[config.mk]
export PLATFORM = sky130hd
export DESIGN_NAME = aiff_header_parser
export DESIGN_NICKNAME = d
export VERILOG_FILES = /design/src/hdl/aiff_hp_pkg.sv /design/src/hdl/aiff_hp_rate.sv /design/src/hdl/aiff_hp_parse.sv /design/src/hdl/aiff_header_parser.sv
export SDC_FILE = /design/constraint.sdc
export NUM_CORES = 2
export LEC_CHECK = 0
export BUFFER_PORTS_ARGS = -buffer_cell sky130_fd_sc_hd__clkbuf_2
export CAP_MARGIN = 20
export CORE_MARGIN = 5
export CORE_UTILIZATION = 40
export CTS_CLUSTER_DIAMETER = 50
export DETAILED_ROUTE_END_ITERATION = 16
export PLACE_DENSITY_LB_ADDON = 0.25
export SLEW_MARGIN = 20
export SYNTH_ARGS = -nofsm -noshare
export SYNTH_HDL_FRONTEND = slang
export SYNTH_HIERARCHICAL = 1
export SYNTH_SLANG_ARGS = --single-unit
export TNS_END_PERCENT = 50
[constraint.sdc]
create_clock -name clk -period 26.6 [get_ports clk]
set_input_delay 3.99 -clock clk [delete_from_list [all_inputs] [get_ports clk]]
set_output_delay 3.99 -clock clk [all_outputs]
set_load 0.03 [all_outputs]
[src/hdl/aiff_hp_pkg.sv]
// ----------------------------------------------------------------------------
// AIFF header parser package
// Shared constants, codes and the result bundle passed from the parser to the
// output stage.
// ----------------------------------------------------------------------------
package aiff_hp_pkg;

  localparam int OFFSET_BITS_DEF = 32;

  localparam logic [31:0] TAG_FORM = 32'h464F524D;
  localparam logic [31:0] TAG_AIFF = 32'h41494646;
  localparam logic [31:0] TAG_COMM = 32'h434F4D4D;
  localparam logic [31:0] TAG_SSND = 32'h53534E44;

  localparam logic [14:0] EXP_MAX  = 15'h7FFF;
  localparam logic [14:0] EXP_BIAS = 15'd16383;
  // Exponent at which the shift in aiff_hp_rate is zero (bias + 63 + 32).
  localparam logic [14:0] EXP_SAT  = 15'd16478;

  localparam logic [2:0] PH_HDR  = 3'd0;
  localparam logic [2:0] PH_CHID = 3'd1;
  localparam logic [2:0] PH_PEND = 3'd2;
  localparam logic [2:0] PH_BODY = 3'd3;
  localparam logic [2:0] PH_HALT = 3'd4;

  localparam logic [1:0] CK_OTHER = 2'd0;
  localparam logic [1:0] CK_COMM  = 2'd1;
  localparam logic [1:0] CK_SSND  = 2'd2;

  localparam logic [2:0] ST_OK       = 3'd0;
  localparam logic [2:0] ST_NO_FORM  = 3'd1;
  localparam logic [2:0] ST_BAD_SIZE = 3'd2;
  localparam logic [2:0] ST_NO_AIFF  = 3'd3;
  localparam logic [2:0] ST_BAD_BPS  = 3'd4;

  localparam logic KIND_PCM = 1'b0;
  localparam logic KIND_SUM = 1'b1;

  typedef struct packed {
    logic        pcm_v;
    logic        sum_v;
    logic [7:0]  pcm_byte;
    logic        pcm_run_end;
    logic [15:0] channels;
    logic [1:0]  sample_bytes;
    logic [15:0] sign_exp;
    logic [63:0] mantissa;
    logic [31:0] pcm_begin;
    logic [31:0] pcm_end;
    logic [2:0]  status;
  } parse_res_t;

endpackage

[src/hdl/aiff_hp_rate.sv]
// ----------------------------------------------------------------------------
// AIFF sample rate conversion
// Truncates an 80-bit extended value to an unsigned 32-bit integer with one
// right shift of the mantissa, saturating on overflow, infinity and NaN.
// ----------------------------------------------------------------------------
module aiff_hp_rate (
  input  logic [15:0] sign_exp,
  input  logic [63:0] mantissa,
  output logic [31:0] rate
);

  logic [14:0] exp_w;
  logic [14:0] amt_w;
  logic [95:0] shifted;

  assign exp_w   = sign_exp[14:0];
  assign amt_w   = aiff_hp_pkg::EXP_SAT - exp_w;
  // The mantissa sits above 32 fraction bits; shifting right by (32 - k)
  // gives the integer part in the low word and any overflow above it.
  assign shifted = {mantissa, 32'd0} >> amt_w[6:0];

  always_comb begin
    if (exp_w == 15'd0 && mantissa == 64'd0) begin
      rate = 32'd0;
    end else if (sign_exp[15]) begin
      rate = 32'd0;
    end else if (exp_w == aiff_hp_pkg::EXP_MAX) begin
      rate = 32'hFFFF_FFFF;
    end else if (exp_w < aiff_hp_pkg::EXP_BIAS) begin
      rate = 32'd0;
    end else if (exp_w >= aiff_hp_pkg::EXP_SAT) begin
      rate = 32'hFFFF_FFFF;
    end else if (shifted[95:32] != 64'd0) begin
      rate = 32'hFFFF_FFFF;
    end else begin
      rate = shifted[31:0];
    end
  end

endmodule

[src/hdl/aiff_hp_parse.sv]
// ----------------------------------------------------------------------------
// AIFF container parser
// Holds the parse state, updates it once per accepted byte and forms the
// pass-through and end-of-file results for that byte.
// ----------------------------------------------------------------------------
module aiff_hp_parse #(
  parameter int OFFSET_BITS = aiff_hp_pkg::OFFSET_BITS_DEF
) (
  input  logic                    clk,
  input  logic                    rst_n,
  input  logic                    accept,
  input  logic [7:0]              data_byte,
  input  logic                    last_byte,
  output aiff_hp_pkg::parse_res_t res
);

  localparam logic [OFFSET_BITS-1:0] OFFMAX   = {OFFSET_BITS{1'b1}};
  localparam logic [32:0]            OFFMAX_W = 33'(OFFMAX);

  logic [OFFSET_BITS-1:0] off_r, off_nxt;
  logic [31:0]            fse_r, fse_nxt;
  logic [63:0]            hs_r, hs_nxt;
  logic [2:0]             phase_r, phase_nxt;
  logic [1:0]             ckind_r, ckind_nxt;
  logic [OFFSET_BITS-1:0] cds_r, cds_nxt;
  logic [OFFSET_BITS-1:0] ceo_r, ceo_nxt;
  logic [15:0]            chan_r, chan_nxt;
  logic [1:0]             bps_r, bps_nxt;
  logic [15:0]            sexp_r, sexp_nxt;
  logic [63:0]            mant_r, mant_nxt;
  logic [OFFSET_BITS-1:0] pst_r, pst_nxt;
  logic [OFFSET_BITS-1:0] pend_r, pend_nxt;
  logic [2:0]             err_r, err_nxt;

  logic [OFFSET_BITS-1:0] rel;
  logic [15:0]            low16;
  logic [2:0]             lane;
  logic [32:0]            end_sum;
  logic [32:0]            start_sum;
  logic [OFFSET_BITS-1:0] end_sat;
  logic [OFFSET_BITS-1:0] start_sat;
  logic                   body_end;
  logic                   ssnd_now;
  logic                   pcm_hit;
  logic [OFFSET_BITS-1:0] total;
  logic [OFFSET_BITS-1:0] end_clip;
  logic [2:0]             status;
  logic                   ok;

  assign end_sum   = {1'b0, 32'(off_r)} + {1'b0, hs_r[31:0]};
  assign start_sum = {1'b0, 32'(off_r)} + 33'd8;
  assign end_sat   = (end_sum > OFFMAX_W) ? OFFMAX : end_sum[OFFSET_BITS-1:0];
  assign start_sat = (start_sum > OFFMAX_W) ? OFFMAX : start_sum[OFFSET_BITS-1:0];

  always_comb begin
    off_nxt   = off_r;
    fse_nxt   = fse_r;
    hs_nxt    = hs_r;
    phase_nxt = phase_r;
    ckind_nxt = ckind_r;
    cds_nxt   = cds_r;
    ceo_nxt   = ceo_r;
    chan_nxt  = chan_r;
    bps_nxt   = bps_r;
    sexp_nxt  = sexp_r;
    mant_nxt  = mant_r;
    pst_nxt   = pst_r;
    pend_nxt  = pend_r;
    err_nxt   = err_r;
    ssnd_now  = 1'b0;
    body_end  = 1'b0;
    rel       = '0;
    low16     = '0;
    lane      = '0;

    if (phase_r == aiff_hp_pkg::PH_HDR) begin
      hs_nxt = {hs_r[55:0], data_byte};
      if (off_r == OFFSET_BITS'(3) && hs_nxt[31:0] != aiff_hp_pkg::TAG_FORM) begin
        err_nxt   = aiff_hp_pkg::ST_NO_FORM;
        phase_nxt = aiff_hp_pkg::PH_HALT;
      end else if (off_r == OFFSET_BITS'(7)) begin
        fse_nxt = hs_nxt[31:0] + 32'd8;
      end else if (off_r == OFFSET_BITS'(11)) begin
        if (hs_nxt[31:0] != aiff_hp_pkg::TAG_AIFF) begin
          err_nxt   = aiff_hp_pkg::ST_NO_AIFF;
          phase_nxt = aiff_hp_pkg::PH_HALT;
        end else begin
          phase_nxt = aiff_hp_pkg::PH_CHID;
          ceo_nxt   = OFFSET_BITS'(12);
          hs_nxt    = '0;
        end
      end
    end else if (phase_r != aiff_hp_pkg::PH_HALT) begin
      if (phase_r == aiff_hp_pkg::PH_PEND) begin
        // The byte after a complete chunk header commits that header.
        cds_nxt = off_r;
        ceo_nxt = end_sat;
        if (hs_r[63:32] == aiff_hp_pkg::TAG_COMM) begin
          ckind_nxt = aiff_hp_pkg::CK_COMM;
        end else if (hs_r[63:32] == aiff_hp_pkg::TAG_SSND) begin
          ckind_nxt = aiff_hp_pkg::CK_SSND;
          pst_nxt   = start_sat;
          pend_nxt  = end_sat;
          ssnd_now  = 1'b1;
        end else begin
          ckind_nxt = aiff_hp_pkg::CK_OTHER;
        end
        hs_nxt    = '0;
        phase_nxt = aiff_hp_pkg::PH_BODY;
        // A new chunk ends at once only if it is empty or the offset is pinned.
        body_end  = (hs_r[31:0] == 32'd0) || (off_r == OFFMAX);
      end else begin
        body_end = (phase_r == aiff_hp_pkg::PH_BODY) && (off_r >= ceo_r);
      end

      if (body_end) begin
        phase_nxt = aiff_hp_pkg::PH_CHID;
        ceo_nxt   = off_r;
        hs_nxt    = '0;
      end

      if (phase_nxt == aiff_hp_pkg::PH_BODY) begin
        if (ckind_nxt == aiff_hp_pkg::CK_COMM) begin
          rel    = off_r - cds_nxt;
          low16  = {hs_nxt[7:0], data_byte};
          hs_nxt = {hs_nxt[55:0], data_byte};
          lane   = 3'(OFFSET_BITS'(17) - rel);
          if (rel == OFFSET_BITS'(1)) begin
            chan_nxt = low16;
          end else if (rel == OFFSET_BITS'(7)) begin
            if (low16 == 16'd0 || low16 > 16'd16) begin
              err_nxt   = aiff_hp_pkg::ST_BAD_BPS;
              phase_nxt = aiff_hp_pkg::PH_HALT;
            end else begin
              bps_nxt = (low16 > 16'd8) ? 2'd2 : 2'd1;
            end
          end else if (rel == OFFSET_BITS'(9)) begin
            sexp_nxt = low16;
            mant_nxt = '0;
          end else if (rel >= OFFSET_BITS'(10) && rel <= OFFSET_BITS'(17)) begin
            mant_nxt = mant_r | ({56'd0, data_byte} << {lane, 3'b000});
          end
        end
      end else begin
        hs_nxt = {hs_nxt[55:0], data_byte};
        if ((off_r - ceo_nxt) == OFFSET_BITS'(7)) begin
          phase_nxt = aiff_hp_pkg::PH_PEND;
        end
      end
    end

    off_nxt = (off_r == OFFMAX) ? off_r : off_r + OFFSET_BITS'(1);
  end

  // A range set up by this very byte never covers it, so the old range is used.
  assign pcm_hit = (phase_nxt != aiff_hp_pkg::PH_HALT) && !ssnd_now &&
                   (off_r >= pst_r) && (off_r < pend_r);

  assign total    = off_nxt;
  assign end_clip = (pend_nxt < total) ? pend_nxt : total;

  always_comb begin
    if (err_nxt == aiff_hp_pkg::ST_NO_FORM || total < OFFSET_BITS'(4)) begin
      status = aiff_hp_pkg::ST_NO_FORM;
    end else if (total < OFFSET_BITS'(8) || fse_nxt != 32'(total)) begin
      status = aiff_hp_pkg::ST_BAD_SIZE;
    end else if (err_nxt == aiff_hp_pkg::ST_NO_AIFF || total < OFFSET_BITS'(12)) begin
      status = aiff_hp_pkg::ST_NO_AIFF;
    end else if (err_nxt == aiff_hp_pkg::ST_BAD_BPS) begin
      status = aiff_hp_pkg::ST_BAD_BPS;
    end else begin
      status = aiff_hp_pkg::ST_OK;
    end
  end

  assign ok = (status == aiff_hp_pkg::ST_OK);

  always_comb begin
    res.pcm_v        = pcm_hit;
    res.sum_v        = last_byte;
    res.pcm_byte     = data_byte;
    res.pcm_run_end  = !last_byte;
    res.channels     = ok ? chan_nxt : 16'd0;
    res.sample_bytes = ok ? bps_nxt : 2'd0;
    res.sign_exp     = ok ? sexp_nxt : 16'd0;
    res.mantissa     = ok ? mant_nxt : 64'd0;
    res.pcm_begin    = ok ? 32'(pst_nxt) : 32'd0;
    res.pcm_end      = ok ? 32'(end_clip) : 32'd0;
    res.status       = status;
  end

  // The final byte of a file returns the parser to its reset state.
  always_ff @(posedge clk) begin
    if (!rst_n || (accept && last_byte)) begin
      off_r   <= '0;
      fse_r   <= '0;
      hs_r    <= '0;
      phase_r <= aiff_hp_pkg::PH_HDR;
      ckind_r <= aiff_hp_pkg::CK_OTHER;
      cds_r   <= '0;
      ceo_r   <= '0;
      chan_r  <= '0;
      bps_r   <= '0;
      sexp_r  <= '0;
      mant_r  <= '0;
      pst_r   <= '0;
      pend_r  <= '0;
      err_r   <= aiff_hp_pkg::ST_OK;
    end else if (accept) begin
      off_r   <= off_nxt;
      fse_r   <= fse_nxt;
      hs_r    <= hs_nxt;
      phase_r <= phase_nxt;
      ckind_r <= ckind_nxt;
      cds_r   <= cds_nxt;
      ceo_r   <= ceo_nxt;
      chan_r  <= chan_nxt;
      bps_r   <= bps_nxt;
      sexp_r  <= sexp_nxt;
      mant_r  <= mant_nxt;
      pst_r   <= pst_nxt;
      pend_r  <= pend_nxt;
      err_r   <= err_nxt;
    end
  end

endmodule

[src/hdl/aiff_header_parser.sv]
// ----------------------------------------------------------------------------
// AIFF header parser: PCM pass-through and summary, taking one file byte per
// cycle while the output is not stalled. A result is held in a staging register
// and then in the output registers; a summary that follows a PCM result of the
// same byte goes out after it. The final byte of a file that also passes PCM
// holds the input until its PCM result has left the stage. Synchronous reset
// clears the parse state and the valid flags.
// ----------------------------------------------------------------------------
module aiff_header_parser #(
  parameter int OFFSET_BITS = aiff_hp_pkg::OFFSET_BITS_DEF
) (
  input  logic        clk,
  input  logic        rst_n,
  input  logic        in_valid,
  output logic        in_ready,
  input  logic [7:0]  in_data_byte,
  input  logic        in_last_byte,
  output logic        out_valid,
  input  logic        out_ready,
  output logic        out_kind,
  output logic [7:0]  out_pcm_byte,
  output logic [15:0] out_channels,
  output logic [1:0]  out_sample_bytes,
  output logic [31:0] out_sample_rate,
  output logic [31:0] out_pcm_begin,
  output logic [31:0] out_pcm_end,
  output logic [2:0]  out_status,
  output logic        out_run_end
);

  aiff_hp_pkg::parse_res_t res;
  aiff_hp_pkg::parse_res_t stg_r;
  logic                    stg_pcm_v_r;
  logic                    stg_sum_v_r;
  logic                    in_fire;
  logic                    out_load;
  logic                    emit;
  logic [31:0]             rate;

  logic        out_valid_r;
  logic        out_kind_r;
  logic [7:0]  out_pcm_byte_r;
  logic [15:0] out_channels_r;
  logic [1:0]  out_sample_bytes_r;
  logic [31:0] out_sample_rate_r;
  logic [31:0] out_pcm_begin_r;
  logic [31:0] out_pcm_end_r;
  logic [2:0]  out_status_r;
  logic        out_run_end_r;

  aiff_hp_parse #(
    .OFFSET_BITS(OFFSET_BITS)
  ) u_parse (
    .clk       (clk),
    .rst_n     (rst_n),
    .accept    (in_fire),
    .data_byte (in_data_byte),
    .last_byte (in_last_byte),
    .res       (res)
  );

  aiff_hp_rate u_rate (
    .sign_exp (stg_r.sign_exp),
    .mantissa (stg_r.mantissa),
    .rate     (rate)
  );

  assign out_load = !out_valid_r || out_ready;
  assign emit     = out_load && (stg_pcm_v_r || stg_sum_v_r);
  // The stage takes a byte when empty, or when the output loads and it holds one result.
  assign in_ready = !(stg_pcm_v_r || stg_sum_v_r) || (out_load && !(stg_pcm_v_r && stg_sum_v_r));
  assign in_fire  = in_valid && in_ready;

  always_ff @(posedge clk) begin
    if (!rst_n) begin
      stg_pcm_v_r <= 1'b0;
      stg_sum_v_r <= 1'b0;
    end else if (in_fire) begin
      stg_pcm_v_r <= res.pcm_v;
      stg_sum_v_r <= res.sum_v;
    end else if (emit) begin
      if (stg_pcm_v_r) begin
        stg_pcm_v_r <= 1'b0;
      end else begin
        stg_sum_v_r <= 1'b0;
      end
    end
  end

  always_ff @(posedge clk) begin
    if (in_fire) begin
      stg_r <= res;
    end
  end

  always_ff @(posedge clk) begin
    if (!rst_n) begin
      out_valid_r <= 1'b0;
    end else if (out_load) begin
      out_valid_r <= stg_pcm_v_r || stg_sum_v_r;
    end
  end

  // The pass-through request goes out before the summary of the same byte.
  always_ff @(posedge clk) begin
    if (emit) begin
      if (stg_pcm_v_r) begin
        out_kind_r         <= aiff_hp_pkg::KIND_PCM;
        out_pcm_byte_r     <= stg_r.pcm_byte;
        out_channels_r     <= 16'd0;
        out_sample_bytes_r <= 2'd0;
        out_sample_rate_r  <= 32'd0;
        out_pcm_begin_r    <= 32'd0;
        out_pcm_end_r      <= 32'd0;
        out_status_r       <= aiff_hp_pkg::ST_OK;
        out_run_end_r      <= stg_r.pcm_run_end;
      end else begin
        out_kind_r         <= aiff_hp_pkg::KIND_SUM;
        out_pcm_byte_r     <= 8'd0;
        out_channels_r     <= stg_r.channels;
        out_sample_bytes_r <= stg_r.sample_bytes;
        out_sample_rate_r  <= rate;
        out_pcm_begin_r    <= stg_r.pcm_begin;
        out_pcm_end_r      <= stg_r.pcm_end;
        out_status_r       <= stg_r.status;
        out_run_end_r      <= 1'b1;
      end
    end
  end

  assign out_valid        = out_valid_r;
  assign out_kind         = out_kind_r;
  assign out_pcm_byte     = out_pcm_byte_r;
  assign out_channels     = out_channels_r;
  assign out_sample_bytes = out_sample_bytes_r;
  assign out_sample_rate  = out_sample_rate_r;
  assign out_pcm_begin    = out_pcm_begin_r;
  assign out_pcm_end      = out_pcm_end_r;
  assign out_status       = out_status_r;
  assign out_run_end      = out_run_end_r;

  // A pass-through request that does not end its run is always followed by
  // the summary of the same byte.
  a_pcm_then_sum : assert property (@(posedge clk) disable iff (!rst_n)
    (stg_pcm_v_r && !stg_r.pcm_run_end) |-> stg_sum_v_r)
    else $error("pcm result without its end-of-file summary");

  a_fail_fields_zero : assert property (@(posedge clk) disable iff (!rst_n)
    (out_valid && out_kind == aiff_hp_pkg::KIND_SUM && out_status != aiff_hp_pkg::ST_OK)
    |-> (out_channels == 16'd0 && out_sample_rate == 32'd0 && out_pcm_end == 32'd0))
    else $error("failed summary carries format fields");

  a_pcm_fields_zero : assert property (@(posedge clk) disable iff (!rst_n)
    (out_valid && out_kind == aiff_hp_pkg::KIND_PCM)
    |-> (out_status == aiff_hp_pkg::ST_OK && out_pcm_begin == 32'd0 &&
         out_sample_bytes == 2'd0))
    else $error("pcm result carries summary fields");

  a_stage_no_overrun : assert property (@(posedge clk) disable iff (!rst_n)
    (stg_pcm_v_r && stg_sum_v_r) |-> !in_ready)
    else $error("input taken while two results are pending");

endmodule
== After elaboration in Yosys (flattened, before gate mapping) ==
Index checks and enable logic that the tools add are counted.

* Shift operators: 2
* Bitwise logic cells: 2
* Add/sub/neg operators: 8
* Equal/unequal tests: 29
* Magnitude comparators: 15
* Multiplexer cells: 124
* Reduce and logical (&&, ||, !) cells: 42

{| class="wikitable"
|+ Operator list
! operator !! number
|-
| 64-bit 2-to-1 mux || 20
|-
| 32-bit 2-to-1 mux || 34
|-
| 16-bit 2-to-1 mux || 12
|-
| 32-bit by 3-bit == test with 1-bit output (second input constant) || 3
|-
| 96-bit by 7-bit >> shifter with 96-bit output || 1
|-
| 3-bit 2-to-1 mux || 31
|-
| 33-bit by 32-bit > comparator with 1-bit output (second input constant) || 2
|-
| 32-bit by 31-bit == test with 1-bit output (second input constant) || 2
|-
| 32-bit by 4-bit == test with 1-bit output (second input constant) || 2
|-
| 32-bit >= comparator || 2
|-
| 64-bit logical NOT || 1
|-
| 32-bit less-than comparator || 2
|-
| 32-bit by 4-bit less-than comparator with 1-bit output (second input constant) || 2
|-
| 32-bit by 31-bit inequality test with 1-bit output (second input constant) || 2
|-
| 64-bit bitwise OR || 1
|-
| 64-bit nonzero test || 1
|-
| 8-bit by 6-bit << shifter with 64-bit output || 1
|-
| 32-bit subtractor || 2
|-
| 32-bit by 32-bit adder with 33-bit output || 1
|-
| 32-bit by 4-bit adder with 33-bit output (second input constant) || 1
|-
| 32-bit by 1-bit adder with 32-bit output (second input constant) || 1
|-
| 32-bit by 4-bit adder with 32-bit output (second input constant) || 1
|-
| 32-bit by 1-bit == test with 1-bit output (second input constant) || 1
|-
| 32-bit by 2-bit == test with 1-bit output (second input constant) || 1
|-
| 35 further kinds || 95
|}

* Bits of input ports: 13
* Output and inout port bits: 129
* Register bits after elaboration: 666

== Longest topological paths before layout ==
* Depth after elaboration: 23
* Depth in mapped cells: 33
* Mapped depth without buffers: 31

== Modules after synthesis ==
The synthesis kept the hierarchy.

{| class="wikitable"
|+ Modules (own cells, without submodules)
! module !! sequential area each (sq um) !! cells each !! instances !! area each (sq um)
|-
| aiff_hp_parse || 7247.0 || 3884 || 1 || 28975.3
|-
| aiff_header_parser || 9098.7 || 461 || 1 || 10089.7
|-
| aiff_hp_rate || 0.0 || 839 || 1 || 6630.1
|}

== Least setup slack after synthesis ==
OpenSTA, ideal clock, no wires.

* Path kind: in2reg
* Start: in out_ready
* End: reg u_parse.mant_r[0]
* Cell stages on the path: 10
* Required time: 26.472 ns
* Library setup time: 0.128 ns
* Data arrival time: 19.689 ns
* Setup slack: 6.783 ns
* Path through: nor2b_4 nor2b_1 a211oi_1 and4_1 and3_1 clkbuf_1 nand2b_1 clkbuf_1 clkbuf_1 nor2_1

* Longest elaborated chain between the ends: 6

{| class="wikitable"
|+ Ends and longest elaborated chain
! element !! line !! RTL
|-
| start: declaration || aiff_header_parser.sv:19 || <nowiki>input logic out_ready,</nowiki>
|-
| 1-bit logical OR * || aiff_header_parser.sv:68 || <nowiki>assign out_load = !out_valid_r || out_ready;</nowiki>
|-
| 1-bit logical AND * || aiff_header_parser.sv:71 || <nowiki>assign in_ready = !(stg_pcm_v_r || stg_sum_v_r) || (out_load && !(stg_pcm_v_r && stg_sum_v_r));</nowiki>
|-
| 1-bit logical OR * || aiff_header_parser.sv:71 ||
|-
| 1-bit logical AND * || aiff_header_parser.sv:72 || <nowiki>assign in_fire = in_valid && in_ready;</nowiki>
|-
| net in_fire || aiff_header_parser.sv:35 || <nowiki>logic in_fire;</nowiki>
|-
| 1-bit logical AND || aiff_hp_parse.sv:194 || <nowiki>if (!rst_n || (accept && last_byte)) begin</nowiki>
|-
| 1-bit logical OR || aiff_hp_parse.sv:194 ||
|-
| end signal: assignment || aiff_hp_parse.sv:220 || <nowiki>mant_r <= mant_nxt;</nowiki>
|-
| end: declaration || aiff_hp_parse.sv:30 || <nowiki>logic [63:0] mant_r, mant_nxt;</nowiki>
|}

Mark *: on every way through the listed nets, which the timed path passes. The rest lies on a longest branch.
A chain may end at the register's enable or synchronous reset.

== Worst setup path in the final report ==
* Start: in out_ready
* End: out in_ready

* Longest elaborated chain between the ends: 3

{| class="wikitable"
|+ Ends and longest elaborated chain
! element !! line !! RTL
|-
| 1-bit logical OR || aiff_header_parser.sv:68 ||
|-
| 1-bit logical AND || aiff_header_parser.sv:71 ||
|-
| 1-bit logical OR || aiff_header_parser.sv:71 ||
|-
| end: declaration || aiff_header_parser.sv:15 || <nowiki>output logic in_ready,</nowiki>
|}

No other way between the ends.

==> results.md <==
- Number of buffers added on ports: 141
- Skew final: roughly 0.044 ns
- Clk_lat worst skew: 0.69 ns
- 1st-iter DRT viols: approximately 4200
- Clock tree root driver cell: clkbuf_16
- Residual DRC: 0
- Count of final max-slew check failures: 0
- Mapped Area: around 46000 um2
- DIE AREA: around 120000 um2
- Post-synth cell types: roughly 110
- Inserted Diodes: 0
- Io pins: 142
- Mean area per synthesized cell: 8.815 um2
- Post-CTS setup buffers: 0
- Remaining Overflow, GRT: 0
- Vertical die dimension: approximately 350 um
- Worst hold slack across all endpoints: ~0.44 ns
- Maximum number of pins on one net before global-route repair: 83
- CTS-repair resized insts: 0
- Standby leakage power: between 15 and 20 nW
- Yosys Warn Count: 6
- DP Wirelength: 120000 um
- Relative contribution of combinational cells to total power: 10.7%
- Count of flip-flops with a built-in enable after synthesis: 301
- Post-placement cell count: about 6600
- Non-filler instance count after layout: ~6800
- Mapped Nets: approximately 5400
- Number of buffers on the longest clock path: 3
- Total setup violations reported at the end of the flow: 0
- Pwr/cell area: between 50 and 60 nW/um2
- Gate Count Post-Synth: between 5000 and 6000
- Number of hold-repair buffers added at the cts stage: 0
- Number of H-tree levels: 3
- Sinks on the clock net: 666
- First-pass GRT wire length: around 250000 um
- Starting density of the core: 40.13%
- FMAX: around 110 MHz
- Proportion of power drawn by flip-flops and latches: 41.5%
- Count of antenna-violating nets left after detailed routing: 0
- Share of post-route cells with drive strength above 1: between 10% and 20%
- Relative contribution of the clock network to total power: roughly 48%
- Crit path kind: input pin to output pin
- Largest fanout on the critical path: 7
- Clock-pin slew reported for the worst setup and hold paths after clock tree synthesis: approximately 0.06 ns
- Register area: about 16000 um2
- Total number of vias: approximately 40000
- Switching share of total power: 26.86%
- Outcome: finished clean
- Critical path startpoint category: input pin
- Final Routed Wirelength: 164700 um
- DRT Pass-1 Iters: 8
- Seq/Total Area, Yosys: 35.77%
- Multi-input combinational cell area: around 27000 um2
- Synth async-reset ratio: 0%
- Worst-margin pin slew: between 1 and 1.5 ns
- Net total in the final layout: between 5000 and 6000
- Class of the most critical hold timing path: flip-flop to flip-flop
- Type of destination of the critical path: output pin
- Detailed-route vias per instance: 6.004
- Weighted congestion reported at the end of routability-driven placement: about 1.0
- Setup Total Neg Slack: 0 ns
- Core Box Area: around 110000 um2
- Count of filler cells inserted in the layout: 11148
- Average wire length per cell after detail routing: about 24 um
- TritonCTS clock tree: done
- Number of antenna violations at the first check in global routing: 1
- Area growth from synthesis to layout: 11.37%
- Max-slew headroom: 14.78%
- Standard-cell rows: 124
- Max-cap check violation count: 0
- GRT Resource Usage Total: 26.07%
- Net Switching: between 0.7 and 0.8 mW
- Final worst-path cycle share: 33.31%
- Synth Register Bits: approximately 670
- Critical Path RT: between 20 and 25 ns
- Number of buffers added by the clock tree synthesis step: 90
- Final worst path period need: just under 9 ns
- Data arrival time of the critical path: just under 5 ns
- Final Hold Fails: 0
- Cell internal power dissipation: roughly 1.9 mW
- Horizontal die dimension: 348.0 um
- Via count of the first global-routing pass: ~38000
- RSZ-0062 raised after global routing: false
- Maximum resistive drop on vdd: about 0.000046 V
- Most frequently used flop master after synthesis: dfxtp_1
layout make-up:
type / count / share of cell area, %
Clock buffer: 113 / 4.838
Clock inverter: 56 / 1.421
Inverter: 176 / 1.298
Multi-Input combinational cell: 3970 / 53.39
Sequential cell: 666 / 32.13
Tap cell: 1512 / 3.717
Timing Repair Buffer: 265 / 3.211
power groups by stage:
stage                     clock [mW]  sequential, mW  combinational, mW
after floorplan                    0            1.15              0.177
after global placement             0            1.13              0.281
after detailed placement           0            1.13              0.281
after CTS                       1.30            1.11              0.282
after global routing            1.34            1.11              0.303
final                           1.27            1.11              0.287
synthesized netlist by cell type, drive strengths merged (10+ instances only):
cell       n  area, um2
a2111oi   14      125.1
o21ai    201       1006
a211oi   118      890.9
a22oi     15      112.6
nor2b    138      870.8
a311oi    10      87.58
ha       231       2890
and2      39      244.0
and2b     12      90.09
mux2      71      829.6
nand3    104      535.5
buf      140      854.6
o211ai    29      217.7
or3       27      173.9
or2       42      262.8
xor2      79      718.2
nor4      61      412.9
o22ai     14      87.58
nor3     106      561.8
o21a      20      150.1
clkbuf   232      872.1
edfxtp   301       9039
dfxtp    365       7307
a21oi    431       2168
nand4     72      450.4
xnor2    115       1034
or4       18      135.1
o31ai     23      177.7
nor2     633       2601
nand2    498       1869
nor3b     14      110.1
a31oi     96      600.6
mux4      67       1509
a211o     11      96.34
inv      174      653.1
and4      17      148.9
mux2i    246       2479
a22o      61      534.3
a221oi    10      87.58
and3      61      381.6
nand2b    43      269.0
a21o      77      578.1
placed cells by master (no fill, tap or decap), types with 123 or more instances in the layout:
cell type  instances
a21oi_1          427
edfxtp_1         301
nor2_1           597
o21ai_0          198
inv_1            172
nor2b_1          137
buf_4            123
clkbuf_2         141
dfxtp_1          364
mux2i_1          244
nand2_1          496
ha_1             230
sequential cells by signal, indices dropped and copies added, names as in the netlist, 3 cells and up:
signal and flops:
u_parse/hs_r 64, out_sample_rate 32, u_parse/phase_r 3, u_parse/fse_r 32, u_parse/err_r 3, u_parse/ceo_r 32, out_pcm_begin 32, out_pcm_end 32
u_parse/pend_r 32, u_parse/pst_r 32, u_parse/cds_r 32, out_channels 16, out_pcm_byte 8, u_parse/mant_r 64, u_parse/chan_r 16, u_parse/sexp_r 16
stg_r 174, u_parse/off_r 32, out_status 3
final timing paths:
kind,start,to,slack (ns),cells after the start
setup / recovery,out_ready,in_ready,17.74,5
hold / removal,u_parse/mant_r[47],u_parse/mant_r[47],0.44,2
setup reg to reg,u_parse/off_r[3],u_parse/phase_r[0],18.00,25
hold reg to reg,u_parse/mant_r[47],u_parse/mant_r[47],0.44,2
worst max-delay path, cell delays in order:
cell and delay [ns]:
clkbuf_2 0.10, nor2b_4 0.20, nor2b_1 0.30, a21oi_1 0.08
clkbuf_2 0.21
logic make-up after synthesis:
family / synth area share [%]
buffers and inverters: 5.224
adder cells (fa/ha/maj): 6.457
multiplexers: 10.54
XOR/XNOR: 4.230
AND/OR/NAND/NOR: 20.48
flip-flops: 35.77
AO/OA/AOI/OAI: 17.29
per-stage QoR:
step	area (um2)	total power [mW]	util, %	setup slack, ns
after CTS	50880	2.686	44.68	17.73
after detailed placement	47700	1.410	41.88	17.11
after floorplan	45700	1.323	-	6.783
final	50890	2.666	44.69	17.74
after global routing	50890	2.754	44.69	17.52
after global placement	47680	1.410	41.87	17.12
routing by layer:
| layer | track usage [%] | vias up | routed length (um) |
|---|---|---|---|
| li1 | - | 18837 | - |
| met1 | 34.31 | 19540 | 68690 |
| met2 | 42.33 | 1773 | 75180 |
| met3 | 4.628 | 421 | 12720 |
| met4 | 11.22 | 2 | 8048 |
| met5 | 0 | - | 13 |
Power figures use the tool's default switching activity.
